===== config.mk =====
export PLATFORM = sky130hd
export DESIGN_NAME = serial_set_clock_with_text_frames_top_flat
export DESIGN_NICKNAME = d
export VERILOG_FILES = /design/src/rtl/ssclk_pkg.sv /design/src/rtl/ssclk_in_if.sv /design/src/rtl/ssclk_out_if.sv /design/src/rtl/ssclk_ctrl.sv /design/src/rtl/ssclk_dp.sv /design/src/rtl/serial_set_clock_with_text_frames_top.sv /design/src/flat_wrapper.sv
export SDC_FILE = /design/constraint.sdc
export NUM_CORES = 1
export LEC_CHECK = 0
export CAP_MARGIN = 0
export CORE_ASPECT_RATIO = 0.6
export CORE_MARGIN = 3
export CORE_UTILIZATION = 60
export CTS_CLUSTER_SIZE = 8
export DETAILED_ROUTE_END_ITERATION = 16
export DONT_BUFFER_PORTS = 1
export PLACE_DENSITY_LB_ADDON = 0.25
export SYNTH_ARGS = -nofsm -noshare
export SYNTH_HDL_FRONTEND = slang
export SYNTH_SLANG_ARGS = --single-unit

===== constraint.sdc =====
create_clock -name clk -period 14.7 [get_ports clk]
set_clock_uncertainty 0.15 [all_clocks]
set_input_delay 0.735 -clock clk [delete_from_list [all_inputs] [get_ports clk]]
set_output_delay 0.735 -clock clk [all_outputs]
set_load 0.05 [all_outputs]

===== src/rtl/ssclk_pkg.sv =====
// Shared constants, types and helpers for the serial clock setter with text frames.
`default_nettype none
package ssclk_pkg;

  localparam int TEXT_CHARS = 3;
  localparam int LINE_CHARS = 11;
  localparam int KEEP_CHARS = 3;

  localparam int TEXT_CW = $clog2(TEXT_CHARS + 1);
  localparam int TEXT_IW = (TEXT_CHARS > 1) ? $clog2(TEXT_CHARS) : 1;
  localparam int LINE_CW = $clog2(LINE_CHARS + 1);
  localparam int LINE_IW = $clog2(LINE_CHARS);

  localparam int CHAR_W = 8;
  localparam int HOUR_W = 5;
  localparam int MIN_W  = 6;
  localparam int SEC_W  = 6;
  localparam int LEN_W  = 2;
  localparam int MAG_W  = 8;
  localparam int ACC_W  = 12;

  localparam logic OP_CHAR = 1'b0;
  localparam logic OP_TICK = 1'b1;

  localparam logic [CHAR_W-1:0] CH_OPEN  = 8'h3C;
  localparam logic [CHAR_W-1:0] CH_CLOSE = 8'h3E;
  localparam logic [CHAR_W-1:0] CH_BANG  = 8'h21;
  localparam logic [CHAR_W-1:0] CH_CR    = 8'h0D;
  localparam logic [CHAR_W-1:0] CH_LF    = 8'h0A;
  localparam logic [CHAR_W-1:0] CH_TAB   = 8'h09;
  localparam logic [CHAR_W-1:0] CH_VT    = 8'h0B;
  localparam logic [CHAR_W-1:0] CH_FF    = 8'h0C;
  localparam logic [CHAR_W-1:0] CH_SPACE = 8'h20;
  localparam logic [CHAR_W-1:0] CH_COLON = 8'h3A;
  localparam logic [CHAR_W-1:0] CH_PLUS  = 8'h2B;
  localparam logic [CHAR_W-1:0] CH_MINUS = 8'h2D;
  localparam logic [CHAR_W-1:0] CH_ZERO  = 8'h30;
  localparam logic [CHAR_W-1:0] CH_NINE  = 8'h39;

  localparam logic [HOUR_W-1:0] HOUR_MAX = 5'd23;
  localparam logic [MIN_W-1:0]  MIN_MAX  = 6'd59;
  localparam logic [SEC_W-1:0]  SEC_MAX  = 6'd59;
  localparam logic [MAG_W-1:0]  HOUR_LIMIT = 8'd24;
  localparam logic [MAG_W-1:0]  MIN_LIMIT  = 8'd60;
  localparam logic [ACC_W-1:0]  MAG_SAT    = 12'd255;

  localparam logic [1:0] NUM_HOUR = 2'd0;
  localparam logic [1:0] NUM_MIN  = 2'd1;
  localparam logic [1:0] NUM_SEC  = 2'd2;

  typedef struct packed {
    logic ready;
    logic accept;
    logic step;
    logic emit;
  } cmd_t;

  typedef struct packed {
    logic ends_line;
    logic parse_last;
    logic out_busy;
  } status_t;

  function automatic logic is_blank(input logic [CHAR_W-1:0] ch);
    return (ch == CH_SPACE) || (ch == CH_TAB) || (ch == CH_LF) ||
           (ch == CH_VT) || (ch == CH_FF) || (ch == CH_CR);
  endfunction

endpackage
`default_nettype wire


===== src/rtl/ssclk_in_if.sv =====
// Input channel: one beat per received character or one-second tick.
`default_nettype none
interface ssclk_in_if import ssclk_pkg::*; ();
  logic              valid;
  logic              ready;
  logic              op;
  logic [CHAR_W-1:0] rx_char;

  modport source (output valid, output op, output rx_char, input ready);
  modport sink   (input valid, input op, input rx_char, output ready);
endinterface
`default_nettype wire


===== src/rtl/ssclk_out_if.sv =====
// Output channel: clock value and event flags, one beat per input beat.
`default_nettype none
interface ssclk_out_if import ssclk_pkg::*; ();
  logic              valid;
  logic              ready;
  logic [HOUR_W-1:0] hours;
  logic [MIN_W-1:0]  minutes;
  logic [SEC_W-1:0]  seconds;
  logic              time_changed;
  logic              time_set_ok;
  logic              time_set_bad;
  logic              text_done;
  logic [LEN_W-1:0]  text_len;
  logic [CHAR_W-1:0] text_first;
  logic [CHAR_W-1:0] text_second;
  logic [CHAR_W-1:0] text_third;

  modport source (output valid, output hours, output minutes, output seconds,
                  output time_changed, output time_set_ok, output time_set_bad,
                  output text_done, output text_len, output text_first,
                  output text_second, output text_third, input ready);
  modport sink   (input valid, input hours, input minutes, input seconds,
                  input time_changed, input time_set_ok, input time_set_bad,
                  input text_done, input text_len, input text_first,
                  input text_second, input text_third, output ready);
endinterface
`default_nettype wire


===== src/rtl/ssclk_ctrl.sv =====
// Controller: input handshake, line parse sequencing and result hand-off.
`default_nettype none
module ssclk_ctrl import ssclk_pkg::*; (
  input  logic    clk,
  input  logic    rst,
  input  logic    in_valid,
  input  status_t status,
  output cmd_t    cmd
);

  typedef enum logic [1:0] {S_IDLE, S_PARSE, S_HOLD} state_t;

  state_t state;

  always_comb begin
    cmd.ready  = (state == S_IDLE) && !status.out_busy;
    cmd.accept = cmd.ready && in_valid;
    cmd.step   = (state == S_PARSE);
    cmd.emit   = (state == S_HOLD) && !status.out_busy;
  end

  always_ff @(posedge clk) begin
    if (rst) begin
      state <= S_IDLE;
    end else begin
      case (state)
        S_IDLE: begin
          if (cmd.accept && status.ends_line) state <= S_PARSE;
        end
        S_PARSE: begin
          if (status.parse_last) state <= S_HOLD;
        end
        S_HOLD: begin
          if (!status.out_busy) state <= S_IDLE;
        end
        default: state <= S_IDLE;
      endcase
    end
  end

endmodule
`default_nettype wire


===== src/rtl/ssclk_dp.sv =====
// Datapath: framers, time line buffer, character-serial parser, clock and result register.
`default_nettype none
module ssclk_dp import ssclk_pkg::*; (
  input  logic              clk,
  input  logic              rst,
  input  cmd_t              cmd,
  input  logic              op,
  input  logic [CHAR_W-1:0] rx_char,
  output status_t           status,
  ssclk_out_if.source       result
);

  logic               text_open;
  logic [TEXT_CW-1:0] text_count;
  logic [CHAR_W-1:0]  text_store [TEXT_CHARS];
  logic               line_open;
  logic [LINE_CW-1:0] line_count;
  logic [CHAR_W-1:0]  line_store [LINE_CHARS];
  logic [HOUR_W-1:0]  hour_reg;
  logic [MIN_W-1:0]   minute_reg;
  logic [SEC_W-1:0]   second_reg;
  logic               out_valid;

  // parser
  logic [LINE_CW-1:0] ppos;
  logic [1:0]         pnum;
  logic               pphase;
  logic               pneg;
  logic               pdig;
  logic [MAG_W-1:0]   pmag;
  logic               pok;
  logic               res_ok;
  logic [HOUR_W-1:0]  ph;
  logic [MIN_W-1:0]   pm;
  logic [SEC_W-1:0]   ps;

  // item decode
  logic is_tick, c_open, c_text, c_close, c_bang, c_line, c_end;

  always_comb begin
    is_tick = (op == OP_TICK);
    c_open  = !is_tick && (rx_char == CH_OPEN);
    c_text  = !is_tick && !c_open && text_open;
    c_close = c_text && (rx_char == CH_CLOSE);
    c_bang  = !is_tick && !c_open && !text_open && (rx_char == CH_BANG);
    c_line  = !is_tick && !c_open && !text_open && !c_bang && line_open;
    c_end   = c_line && ((rx_char == CH_CR) || (rx_char == CH_LF));
  end

  // text frame report
  logic [4:0]        tc_ext;
  logic [LEN_W-1:0]  tlen;
  logic [CHAR_W-1:0] kept [KEEP_CHARS];

  always_comb begin
    tc_ext = 5'(text_count);
    tlen   = (tc_ext > 5'd3) ? 2'd3 : tc_ext[1:0];
    for (int i = 0; i < KEEP_CHARS; i++) begin
      kept[i] = '0;
      if ((i < TEXT_CHARS) && (i < 32'(tlen))) kept[i] = text_store[TEXT_IW'(i)];
    end
  end

  // parser step
  logic [CHAR_W-1:0] cur;
  logic              cur_digit, evalc, adv, fin, fin_ok, capture;
  logic              nphase, nneg, ndig, nok;
  logic [1:0]        nnum;
  logic [MAG_W-1:0]  nmag, limit;
  logic [ACC_W-1:0]  acc;
  logic              val_ok;

  always_comb begin
    cur = (ppos < line_count) ? line_store[ppos[LINE_IW-1:0]] : '0;
    cur_digit = (cur >= CH_ZERO) && (cur <= CH_NINE);
    acc = {pmag, 3'b000} + {3'b000, pmag, 1'b0} + {8'b0, cur[3:0]};
    limit = (pnum == NUM_HOUR) ? HOUR_LIMIT : MIN_LIMIT;
    val_ok = !(pneg && (pmag != '0)) && (pmag < limit);
    adv = 1'b0;
    fin = 1'b0;
    fin_ok = 1'b0;
    capture = 1'b0;
    evalc = 1'b0;
    nphase = pphase;
    nneg = pneg;
    ndig = pdig;
    nmag = pmag;
    nnum = pnum;
    nok = pok;
    if (!pphase) begin
      if (is_blank(cur)) begin
        adv = 1'b1;
      end else if ((cur == CH_PLUS) || (cur == CH_MINUS)) begin
        nneg = (cur == CH_MINUS);
        adv = 1'b1;
        nphase = 1'b1;
      end else begin
        evalc = 1'b1;
      end
    end else begin
      evalc = 1'b1;
    end
    if (evalc) begin
      if (cur_digit) begin
        nmag = (acc > MAG_SAT) ? MAG_SAT[MAG_W-1:0] : acc[MAG_W-1:0];
        ndig = 1'b1;
        adv = 1'b1;
        nphase = 1'b1;
      end else if (!pdig) begin
        fin = 1'b1;
      end else begin
        nok = pok && val_ok;
        capture = 1'b1;
        if (pnum == NUM_SEC) begin
          fin = 1'b1;
          fin_ok = nok;
        end else if (cur == CH_COLON) begin
          adv = 1'b1;
          nnum = pnum + 2'd1;
          nphase = 1'b0;
          nneg = 1'b0;
          ndig = 1'b0;
          nmag = '0;
        end else begin
          fin = 1'b1;
        end
      end
    end
  end

  // next clock value
  logic [HOUR_W-1:0] hr_n;
  logic [MIN_W-1:0]  mn_n;
  logic [SEC_W-1:0]  sc_n;
  logic              tick_go, set_go, load;

  always_comb begin
    tick_go = cmd.accept && is_tick;
    set_go  = cmd.emit && res_ok;
    load    = (cmd.accept && !c_end) || cmd.emit;
    hr_n = hour_reg;
    mn_n = minute_reg;
    sc_n = second_reg;
    if (tick_go) begin
      if (second_reg >= SEC_MAX) begin
        sc_n = '0;
        if (minute_reg >= MIN_MAX) begin
          mn_n = '0;
          hr_n = (hour_reg >= HOUR_MAX) ? '0 : hour_reg + 5'd1;
        end else begin
          mn_n = minute_reg + 6'd1;
        end
      end else begin
        sc_n = second_reg + 6'd1;
      end
    end else if (set_go) begin
      hr_n = ph;
      mn_n = pm;
      sc_n = ps;
    end
  end

  always_comb begin
    status.ends_line  = c_end;
    status.parse_last = fin;
    status.out_busy   = out_valid && !result.ready;
  end

  assign result.valid = out_valid;

  always_ff @(posedge clk) begin
    if (rst) begin
      text_open  <= 1'b0;
      text_count <= '0;
      line_open  <= 1'b0;
      line_count <= '0;
      hour_reg   <= '0;
      minute_reg <= '0;
      second_reg <= '0;
      out_valid  <= 1'b0;
    end else begin
      hour_reg   <= hr_n;
      minute_reg <= mn_n;
      second_reg <= sc_n;
      if (load) out_valid <= 1'b1;
      else if (result.ready) out_valid <= 1'b0;
      if (cmd.accept) begin
        if (c_open) begin
          text_open  <= 1'b1;
          text_count <= '0;
        end else if (c_close) begin
          text_open <= 1'b0;
        end else if (c_text) begin
          if (text_count < TEXT_CW'(TEXT_CHARS)) begin
            text_store[text_count[TEXT_IW-1:0]] <= rx_char;
            text_count <= text_count + TEXT_CW'(1);
          end
        end else if (c_bang) begin
          line_open  <= 1'b1;
          line_count <= '0;
        end else if (c_end) begin
          line_open <= 1'b0;
        end else if (c_line) begin
          if (line_count < LINE_CW'(LINE_CHARS)) begin
            line_store[line_count[LINE_IW-1:0]] <= rx_char;
            line_count <= line_count + LINE_CW'(1);
          end
        end
      end
    end
  end

  // parser and result payload
  always_ff @(posedge clk) begin
    if (cmd.accept && c_end) begin
      ppos   <= '0;
      pnum   <= NUM_HOUR;
      pphase <= 1'b0;
      pneg   <= 1'b0;
      pdig   <= 1'b0;
      pmag   <= '0;
      pok    <= 1'b1;
    end else if (cmd.step) begin
      ppos   <= ppos + LINE_CW'(adv);
      pnum   <= nnum;
      pphase <= nphase;
      pneg   <= nneg;
      pdig   <= ndig;
      pmag   <= nmag;
      pok    <= nok;
      if (capture) begin
        case (pnum)
          NUM_HOUR: ph <= pmag[HOUR_W-1:0];
          NUM_MIN:  pm <= pmag[MIN_W-1:0];
          default:  ps <= pmag[SEC_W-1:0];
        endcase
      end
      if (fin) res_ok <= fin_ok;
    end
    if (load) begin
      result.hours        <= hr_n;
      result.minutes      <= mn_n;
      result.seconds      <= sc_n;
      result.time_changed <= tick_go || set_go;
      result.time_set_ok  <= set_go;
      result.time_set_bad <= cmd.emit && !res_ok;
      result.text_done    <= cmd.accept && c_close;
      result.text_len     <= (cmd.accept && c_close) ? tlen : '0;
      result.text_first   <= (cmd.accept && c_close) ? kept[0] : '0;
      result.text_second  <= (cmd.accept && c_close) ? kept[1] : '0;
      result.text_third   <= (cmd.accept && c_close) ? kept[2] : '0;
    end
  end

endmodule
`default_nettype wire


===== src/rtl/serial_set_clock_with_text_frames_top.sv =====
// Top level: serial clock setter with text frames.
// Usage:
//   item   (sink):   one beat per received character (op 0) or one-second tick (op 1).
//   result (source): exactly one beat per item beat, carrying the clock after
//                    the item plus time-set and text-frame flags.
// Flow: a tick or an ordinary character gives its result beat in the
//   register in the cycle after acceptance; the next item can be taken in that
//   same cycle. A CR or LF that closes a time line starts the parser, which
//   walks the buffered line one character per cycle until it finishes; the
//   result is then loaded, and no other item is taken before that.
// Stalls: the result register holds one beat; while it is full and result
//   ready is low, item ready is low and a finished parse waits.
// Reset: rst (synchronous, active high) clears the clock to 00:00:00, closes
//   both frames and empties the result register. The character buffers are
//   not cleared; only entries written in the current frame are read.
`default_nettype none
module serial_set_clock_with_text_frames_top import ssclk_pkg::*; (
  input logic          clk,
  input logic          rst,
  ssclk_in_if.sink     item,
  ssclk_out_if.source  result
);

  cmd_t    cmd;
  status_t status;

  assign item.ready = cmd.ready;

  ssclk_ctrl u_ctrl (
    .clk      (clk),
    .rst      (rst),
    .in_valid (item.valid),
    .status   (status),
    .cmd      (cmd)
  );

  ssclk_dp u_dp (
    .clk     (clk),
    .rst     (rst),
    .cmd     (cmd),
    .op      (item.op),
    .rx_char (item.rx_char),
    .status  (status),
    .result  (result)
  );

  a_no_take_when_full: assert property (@(posedge clk) disable iff (rst)
    (item.valid && item.ready) |-> !(result.valid && !result.ready))
    else $error("item beat taken while result register is stalled");

  a_line_end_blocks: assert property (@(posedge clk) disable iff (rst)
    (cmd.accept && status.ends_line) |=> !item.ready)
    else $error("item ready while a time line is being parsed");

  a_emit_exclusive: assert property (@(posedge clk) disable iff (rst)
    !(cmd.emit && cmd.accept))
    else $error("parse result and item beat loaded in the same cycle");

  a_emit_gives_beat: assert property (@(posedge clk) disable iff (rst)
    cmd.emit |=> (result.valid && (result.time_set_ok || result.time_set_bad)))
    else $error("parse finish did not produce a time-set beat");

endmodule
`default_nettype wire

===== src/flat_wrapper.sv =====
// flat-port wrapper written by rule: the top's interface ports become plain ports
module serial_set_clock_with_text_frames_top_flat import ssclk_pkg::*;
  (clk, rst, item_valid, item_op, item_rx_char, item_ready, result_valid, result_hours, result_minutes, result_seconds, result_time_changed, result_time_set_ok, result_time_set_bad, result_text_done, result_text_len, result_text_first, result_text_second, result_text_third, result_ready);
  ssclk_in_if item_i ();
  ssclk_out_if result_i ();
  input logic clk;
  input logic rst;
  input wire logic [$bits(item_i.valid)-1:0] item_valid;
  input wire logic [$bits(item_i.op)-1:0] item_op;
  input wire logic [$bits(item_i.rx_char)-1:0] item_rx_char;
  output wire logic [$bits(item_i.ready)-1:0] item_ready;
  output wire logic [$bits(result_i.valid)-1:0] result_valid;
  output wire logic [$bits(result_i.hours)-1:0] result_hours;
  output wire logic [$bits(result_i.minutes)-1:0] result_minutes;
  output wire logic [$bits(result_i.seconds)-1:0] result_seconds;
  output wire logic [$bits(result_i.time_changed)-1:0] result_time_changed;
  output wire logic [$bits(result_i.time_set_ok)-1:0] result_time_set_ok;
  output wire logic [$bits(result_i.time_set_bad)-1:0] result_time_set_bad;
  output wire logic [$bits(result_i.text_done)-1:0] result_text_done;
  output wire logic [$bits(result_i.text_len)-1:0] result_text_len;
  output wire logic [$bits(result_i.text_first)-1:0] result_text_first;
  output wire logic [$bits(result_i.text_second)-1:0] result_text_second;
  output wire logic [$bits(result_i.text_third)-1:0] result_text_third;
  input wire logic [$bits(result_i.ready)-1:0] result_ready;
  assign item_i.valid = item_valid;
  assign item_i.op = item_op;
  assign item_i.rx_char = item_rx_char;
  assign item_ready = item_i.ready;
  assign result_valid = result_i.valid;
  assign result_hours = result_i.hours;
  assign result_minutes = result_i.minutes;
  assign result_seconds = result_i.seconds;
  assign result_time_changed = result_i.time_changed;
  assign result_time_set_ok = result_i.time_set_ok;
  assign result_time_set_bad = result_i.time_set_bad;
  assign result_text_done = result_i.text_done;
  assign result_text_len = result_i.text_len;
  assign result_text_first = result_i.text_first;
  assign result_text_second = result_i.text_second;
  assign result_text_third = result_i.text_third;
  assign result_i.ready = result_ready;
  serial_set_clock_with_text_frames_top u_core (.clk(clk), .rst(rst), .item(item_i), .result(result_i));
endmodule

Yosys cells after proc, flatten, opt, wreduce, memory -nomap -nowiden
Memory sizes are Yosys's and may differ from the RTL's. A register that Yosys moved wholly into a read port is not among the register bits.
Cells that the tools add are included.
Widths: inputs -> output; s select.
{ "totals": {"out_inout_bits": 49, "inputBits": 13, "n_memories": 2, "ff_bits": 87, "ramBits": 112, "elab_cells": 251} }
{ "memory_table": {"columns": ["name", "words", "word_bits", "rd", "rd_clocked_by_memory_dff", "wr", "line_no", "source"], "rows": [
  ["u_core.u_dp.line_store", 11, 8, 1, 1, 1, "ssclk_dp.sv:18", "logic [CHAR_W-1:0] line_store [LINE_CHARS];"],
  ["u_core.u_dp.text_store", 3, 8, 3, 3, 1, "ssclk_dp.sv:15", "logic [CHAR_W-1:0] text_store [TEXT_CHARS];"]
]} }
{ "op_classes": {"n_addsub": 9, "reduce_logical": 74, "magnitude_cmp": 13, "mux": 92, "bitwise_logic": 9, "eq_ne": 24} }
{ "ops": {"columns": ["operator", "count"], "rows": [
  ["$mux 1", 59],
  ["$eq 8x4->1 const B", 7],
  ["$eq 8x6->1 const B", 7],
  ["$mux 6", 8],
  ["$mux 8", 6],
  ["$mux 5", 5],
  ["$mux 4", 6],
  ["$logic_and 1x1->1", 23],
  ["$reduce_and 4->1", 5],
  ["$reduce_bool 2->1", 9],
  ["$mux 2", 7],
  ["$add 11x9->12", 1],
  ["$add 12x4->12", 1],
  ["$add 6x1->6 const B", 2],
  ["$ge 6x6->1 const B", 2],
  ["$gt 12x8->1 const B", 1],
  ["$logic_not 1->1", 12],
  ["$ne 2x2->1 const B", 5],
  ["$reduce_and 2->1", 5],
  ["$reduce_and 5->1", 2],
  ["$logic_or 1x1->1", 9],
  ["$not 1->1", 9],
  ["$ge 8x6->1 const B", 1],
  ["$le 8x6->1 const B", 1],
  ["22 further kinds", 28]
]} }

Longest topological paths before layout
{ "logic_depth": {"word_depth": 18, "depth_mapped": 18, "depth_no_buf": 18} }

Hierarchy
Synthesis repeated with hierarchy kept, for this count alone.
{ "hier_totals": {"hier_cells": 731, "hier_area_um2": 9765.6} }
{ "by_module_without_submodules": {"columns": ["mod", "cells_each", "seq_area_each_um2", "instances", "area_each_um2"], "rows": [
  ["ssclk_dp", 719, 6276.0, 1, 9653.0],
  ["ssclk_ctrl", 12, 40.0, 1, 112.6]
]} }

Least setup slack after synthesis
Ideal clock, no wire load.
{ "synth_timing": {"kind": "input -> register", "startpoint": "in item_rx_char[0]", "endpoint": "reg u_core.u_dp.result.hours[0] (enable)", "n_path_buf": 0, "path_slack_ns": 9.325, "cell_stages": 6, "setup_time_ns": 0.512, "t_arrival_ns": 4.713, "required_ns": 14.038, "cell_sequence": "nand4b_1 > nor3_1 > a211o_1 > nand2b_1 > a21oi_1 > nor3_1"} }
{ "synth_via": {"elab_chain_len": 13, "word_cells_on_any_way": 17, "cone_classes": "4 x eq/ne; 13 x reduce/logical"} }
{ "synth_rtl": {"columns": ["item", "line_no", "source"], "rows": [
  ["from (decl)", "flat_wrapper.sv:10", "input wire logic [$bits(item_i.rx_char)-1:0] item_rx_char;"],
  ["$eq 8x6->1", "ssclk_dp.sv:42", "c_open = !is_tick && (rx_char == CH_OPEN);"],
  ["$logic_and 1x1->1", "ssclk_dp.sv:42", null],
  ["$logic_not 1->1", "ssclk_dp.sv:45, ssclk_dp.sv:46", null],
  ["$logic_and 1x1->1 (2 in a row)", "ssclk_dp.sv:45, ssclk_dp.sv:46", null],
  ["$logic_and 1x1->1", "ssclk_dp.sv:45", "c_bang = !is_tick && !c_open && !text_open && (rx_char == CH_BANG);"],
  ["$logic_not 1->1", "ssclk_dp.sv:46", "c_line = !is_tick && !c_open && !text_open && !c_bang && line_open;"],
  ["$logic_and 1x1->1 (2 in a row)", "ssclk_dp.sv:46", null],
  ["$logic_and 1x1->1 *", "ssclk_dp.sv:47", "c_end = c_line && ((rx_char == CH_CR) || (rx_char == CH_LF));"],
  ["$logic_not 1->1 *", "ssclk_dp.sv:140", "load = (cmd.accept && !c_end) || cmd.emit;"],
  ["$logic_and 1x1->1 *", "ssclk_dp.sv:140", null],
  ["$logic_or 1x1->1 *", "ssclk_dp.sv:140", null],
  ["named net u_core.u_dp.load", "ssclk_dp.sv:135", "logic tick_go, set_go, load;"],
  ["to (signal assigned)", "ssclk_dp.sv:241", "result.hours <= hr_n;"],
  ["to (decl)", "ssclk_out_if.sv:18", "modport source (output valid, output hours, output minutes, output seconds,"]
]} }
Mark *: on every way through the listed nets, which the timed path passes. The rest lies on a longest branch.
A chain may end at the register's enable or synchronous reset.

==> impl_metrics.py <==
metrics = {
    "clock_tree": {
        "clk_path_buf_depth": 3,
        "ctsRootBufferMaster": "clkbuf_16",
        "cts.sink_count": 227,
        "cts_tree": "yes",
        "cts-buffers-inserted": 34,
        "worst_skew_pair.late_latency_ps": 490,
        "cts_setup_buffers": 0,
        "clkTransAtPathRegs_ps": 50,
        "cts_hold_repair.buffers": 0,
        "cts.repair.resized": 0,
        "cts-htree-levels": 2,
    },
    "critical_path": {
        "timing.critical_path.slowest_stage_cell": "dfxtp_2",
        "critical_path_class": "reg2reg",
        "timing.critical_path.required_ps": 14910,
        "r2r-end": "u_core.u_dp.pmag[0]",
        "critPathMaxStageDelay_ps": 980,
        "timing.critical_path.from_type": "flop",
        "worst-r2r-cell-count": 16,
        "critical_path.endpoint_type": "flop",
        "critical_path.cell_chain": "mux2i_1, o22ai_1, o31ai_1, or2_2, inv_1, ha_1, ha_1, fa_1, a21o_1, a21oi_1, o21ai_0, nand2_1, mux2i_1, nand3_1, a21oi_1, o2bb2ai_2",
        "ff2ff_setup_slack_ps": 9800,
        "timing.critical_path.arrival_ps": 5110,
        "path_max_fanout": 35,
    },
    "timing": {
        "worst_slew_pin_slew_ps": 1000,
        "max_freq_mhz": 204.0,
        "count_of_pins_over_their_slew_limit": 0,
        "final-setup-viol-count": 0,
        "maxSlewHeadroom": 0.3333,
        "final_hold_viol_count": 0,
        "rsz_0062_raised_after_global_routing": "no",
        "min_period_over_period": 0.3334,
        "setup_total_negative_slack_ps": 0,
        "period_needed_ps": 4901,
    },
    "die": {
        "initial_core_util": 0.6233,
        "die-width_um": 170.3,
        "die_area_um2": 17810,
        "floorplan.core_area_um2": 15590,
        "die_y_um": 104.6,
        "num_rows": 35,
        "top_level_ports": 62,
    },
    "global_route": {
        "grt_first_pass_wirelength_um": 30700,
        "grt_overflow_total": 0,
        "grt_pass1_vias": 5632,
        "track_usage": 0.2196,
        "grt_antenna_before_repair": 1,
        "largest_net_degree_at_the_start_of_global_routing": 49,
    },
    "layout": {
        "syn2layout_area_growth_pct": 11.72,
        "post_route_cells_drive_above_1_share": 0.09827,
        "finalCoreUtilization": 0.6963,
        "number_of_flip_flops_in_the_largest_register": 88,
        "finalNetCount": 783,
        "insertedDiodeCount": 0,
    },
    "synthesis": {
        "synthDistinctLibCells": 71,
        "synth.ff_latch_count": 227,
        "postSynthNetCount": 763,
        "syn-cell-area_um2": 9717,
        "synthesis.yosys.warnings": 0,
        "async_reset_ff_frac": 0,
        "post_synth_inst_count": 713,
        "synth_edf_count": 177,
        "sequential_area_share_after_synthesis": 0.6500,
        "syn-mean-instance-area_um2": 13.63,
        "synth-main-ff-cell": "edfxtp_1",
    },
    "power_and_ir_drop": {
        "worst_ir_drop_vdd_uv": 101.8,
        "pwr_density_cell_nw_per_um2": 133.1,
        "total_leakage_power_nw": 4.153,
    },
    "placement": {
        "dp_hpwl_um": 13090,
        "io_buffer_count": 0,
        "gp_congestion": 0.9208,
    },
    "detailed_routing": {
        "postRouteAntennaNets": 0,
        "route.detailed.wl_per_inst_um": 20.54,
        "vias": 5948,
        "drt_first_iter_violations": 639,
        "vias_per_cell": 6.222,
        "drc": 0,
        "drt-pass1-iter-count": 6,
        "detail_route.wirelength_um": 19640,
    },
    "outcome": {
        "status": "completed",
    },
    "min_path": {
        "hold-path-cell-count": 1,
        "hold_end": "u_core.u_dp.second_reg[0]",
        "hold_class": "in2reg",
        "hold_path_startpoint": "rst",
    },
    "job": {
        "max_cap_viol_count": 0,
    },
}
## power by group
part / switching, mW / internal, mW
Combinational: 0.00972 / 0.00452
Sequential: 0.0268 / 0.700
Clock: 0.264 / 0.439
Total: 0.301 / 1.14
## layout make-up
class	instances	area (µm²)
Sequential cell	227	6317
Fill cell	1023	4735
Multi-Input combinational cell	442	3188
Clock buffer	53	943.4
Tap cell	203	254.0
Inverter	25	93.84
Clock inverter	3	36.28
Timing Repair Buffer	3	22.52
## worst max path at each step
| stage | startpoint | to | slack [ps] | cells past startpoint |
|---|---|---|---|---|
| 3_3_place_gp | u_core.u_dp.line_count[1] | u_core.u_dp.pmag[7] | 10120 | 16 |
| 2_1_floorplan | item_rx_char[0] | u_core.u_dp.result.hours[0] | 9320 | 6 |
| 6_report | flop | u_core.u_dp.pmag[0] | 9800 | 16 |
| 3_5_place_dp | u_core.u_dp.line_count[1] | u_core.u_dp.pmag[0] | 9880 | 16 |
| 5_1_grt | flop | u_core.u_dp.pmag[7] | 9460 | 16 |
| 4_1_cts | flop | u_core.u_dp.pmag[7] | 9860 | 16 |
## cells by family (layout without fill, tap and decap cells)
group           after synthesis  after routing  synth area share
simple gates                240            240            0.1315
fa+ha+maj                    37             37           0.04919
compound gates              114            114           0.09001
xor+xnor                      8              8          0.007211
flops                       227            227            0.6500
buf+inv                      44             84           0.02240
mux                          43             43           0.04970
## Yosys cell counts (4+ instances only)
| cell type | count | area, µm² |
|---|---|---|
| edfxtp_1 | 177 | 5315 |
| nor2_1 | 59 | 221.5 |
| dfxtp_1 | 50 | 1001 |
| mux2i_1 | 37 | 370.4 |
| ha_1 | 35 | 437.9 |
| nand2_1 | 34 | 127.6 |
| and2_1 | 25 | 156.4 |
| inv_1 | 24 | 90.09 |
| a21oi_1 | 23 | 115.1 |
| nor3_1 | 22 | 110.1 |
| nor2b_1 | 21 | 131.4 |
| o21ai_0 | 18 | 90.09 |
| nand3_1 | 16 | 80.08 |
| and3_1 | 12 | 75.07 |
| nand2b_1 | 11 | 68.82 |
| a221o_1 | 10 | 100.1 |
| o22ai_1 | 10 | 62.56 |
| clkbuf_1 | 9 | 33.78 |
| o2bb2ai_2 | 8 | 120.1 |
| nor3b_1 | 7 | 52.55 |
| buf_6 | 6 | 67.56 |
| or2_2 | 6 | 37.54 |
| o211ai_1 | 5 | 37.54 |
| xor2_1 | 5 | 43.79 |
| a21o_1 | 4 | 30.03 |
## worst max-delay path: cells and delay by family, from the launching register on
family | cells | cell delay [ps]
AOI/OAI and AO/OA | 7 | 1640
adders and majority gates | 3 | 810
buffers and inverters | 1 | 70
DFF | 1 | 980
muxes | 2 | 490
and+or+nand+nor | 3 | 600
## per-stage QoR
| stage | power [mW] | setup WS, ps | cells | hold WS (ps) | area [µm²] |
|---|---|---|---|---|---|
| 3_3_place_gp | 0.7524 | 10120 | 900 | 320.7 | 9876 |
| 4_1_cts | 1.455 | 9864 | 956 | 157.3 | 10860 |
| 6_report | 1.445 | 9799 | 956 | 175.7 | 10860 |
| 3_5_place_dp | 0.7532 | 9881 | 900 | 321.7 | 9876 |
| 5_1_grt | 1.487 | 9463 | 956 | 152.2 | 10860 |
| 2_1_floorplan | 0.7501 | 9325 | 713 | 303.9 | 9717 |
## placed cells by master, fill, tap and decap left out, types with 7 or more instances in the layout
master,count
a21oi_1,23
a221o_1,10
and2_1,25
and3_1,12
clkbuf_1,18
clkbuf_16,35
dfxtp_1,49
edfxtp_1,177
ha_1,35
inv_1,24
mux2i_1,37
nand2_1,34
nand2b_1,11
nand3_1,16
nor2_1,59
nor2b_1,21
nor3_1,21
nor3b_1,7
o21ai_0,18
o22ai_1,10
o2bb2ai_2,8
## routing by layer
metal / GRT usage / up-vias / wire length, µm
li1: - / 2738 / -
met5: 0 / - / 0
met2: 0.3118 / 316 / 8234
met1: 0.3375 / 2847 / 9140
met4: 0.06076 / 0 / 384
met3: 0.05595 / 47 / 1876
No activity file was read; power rests on OpenSTA's default activity.
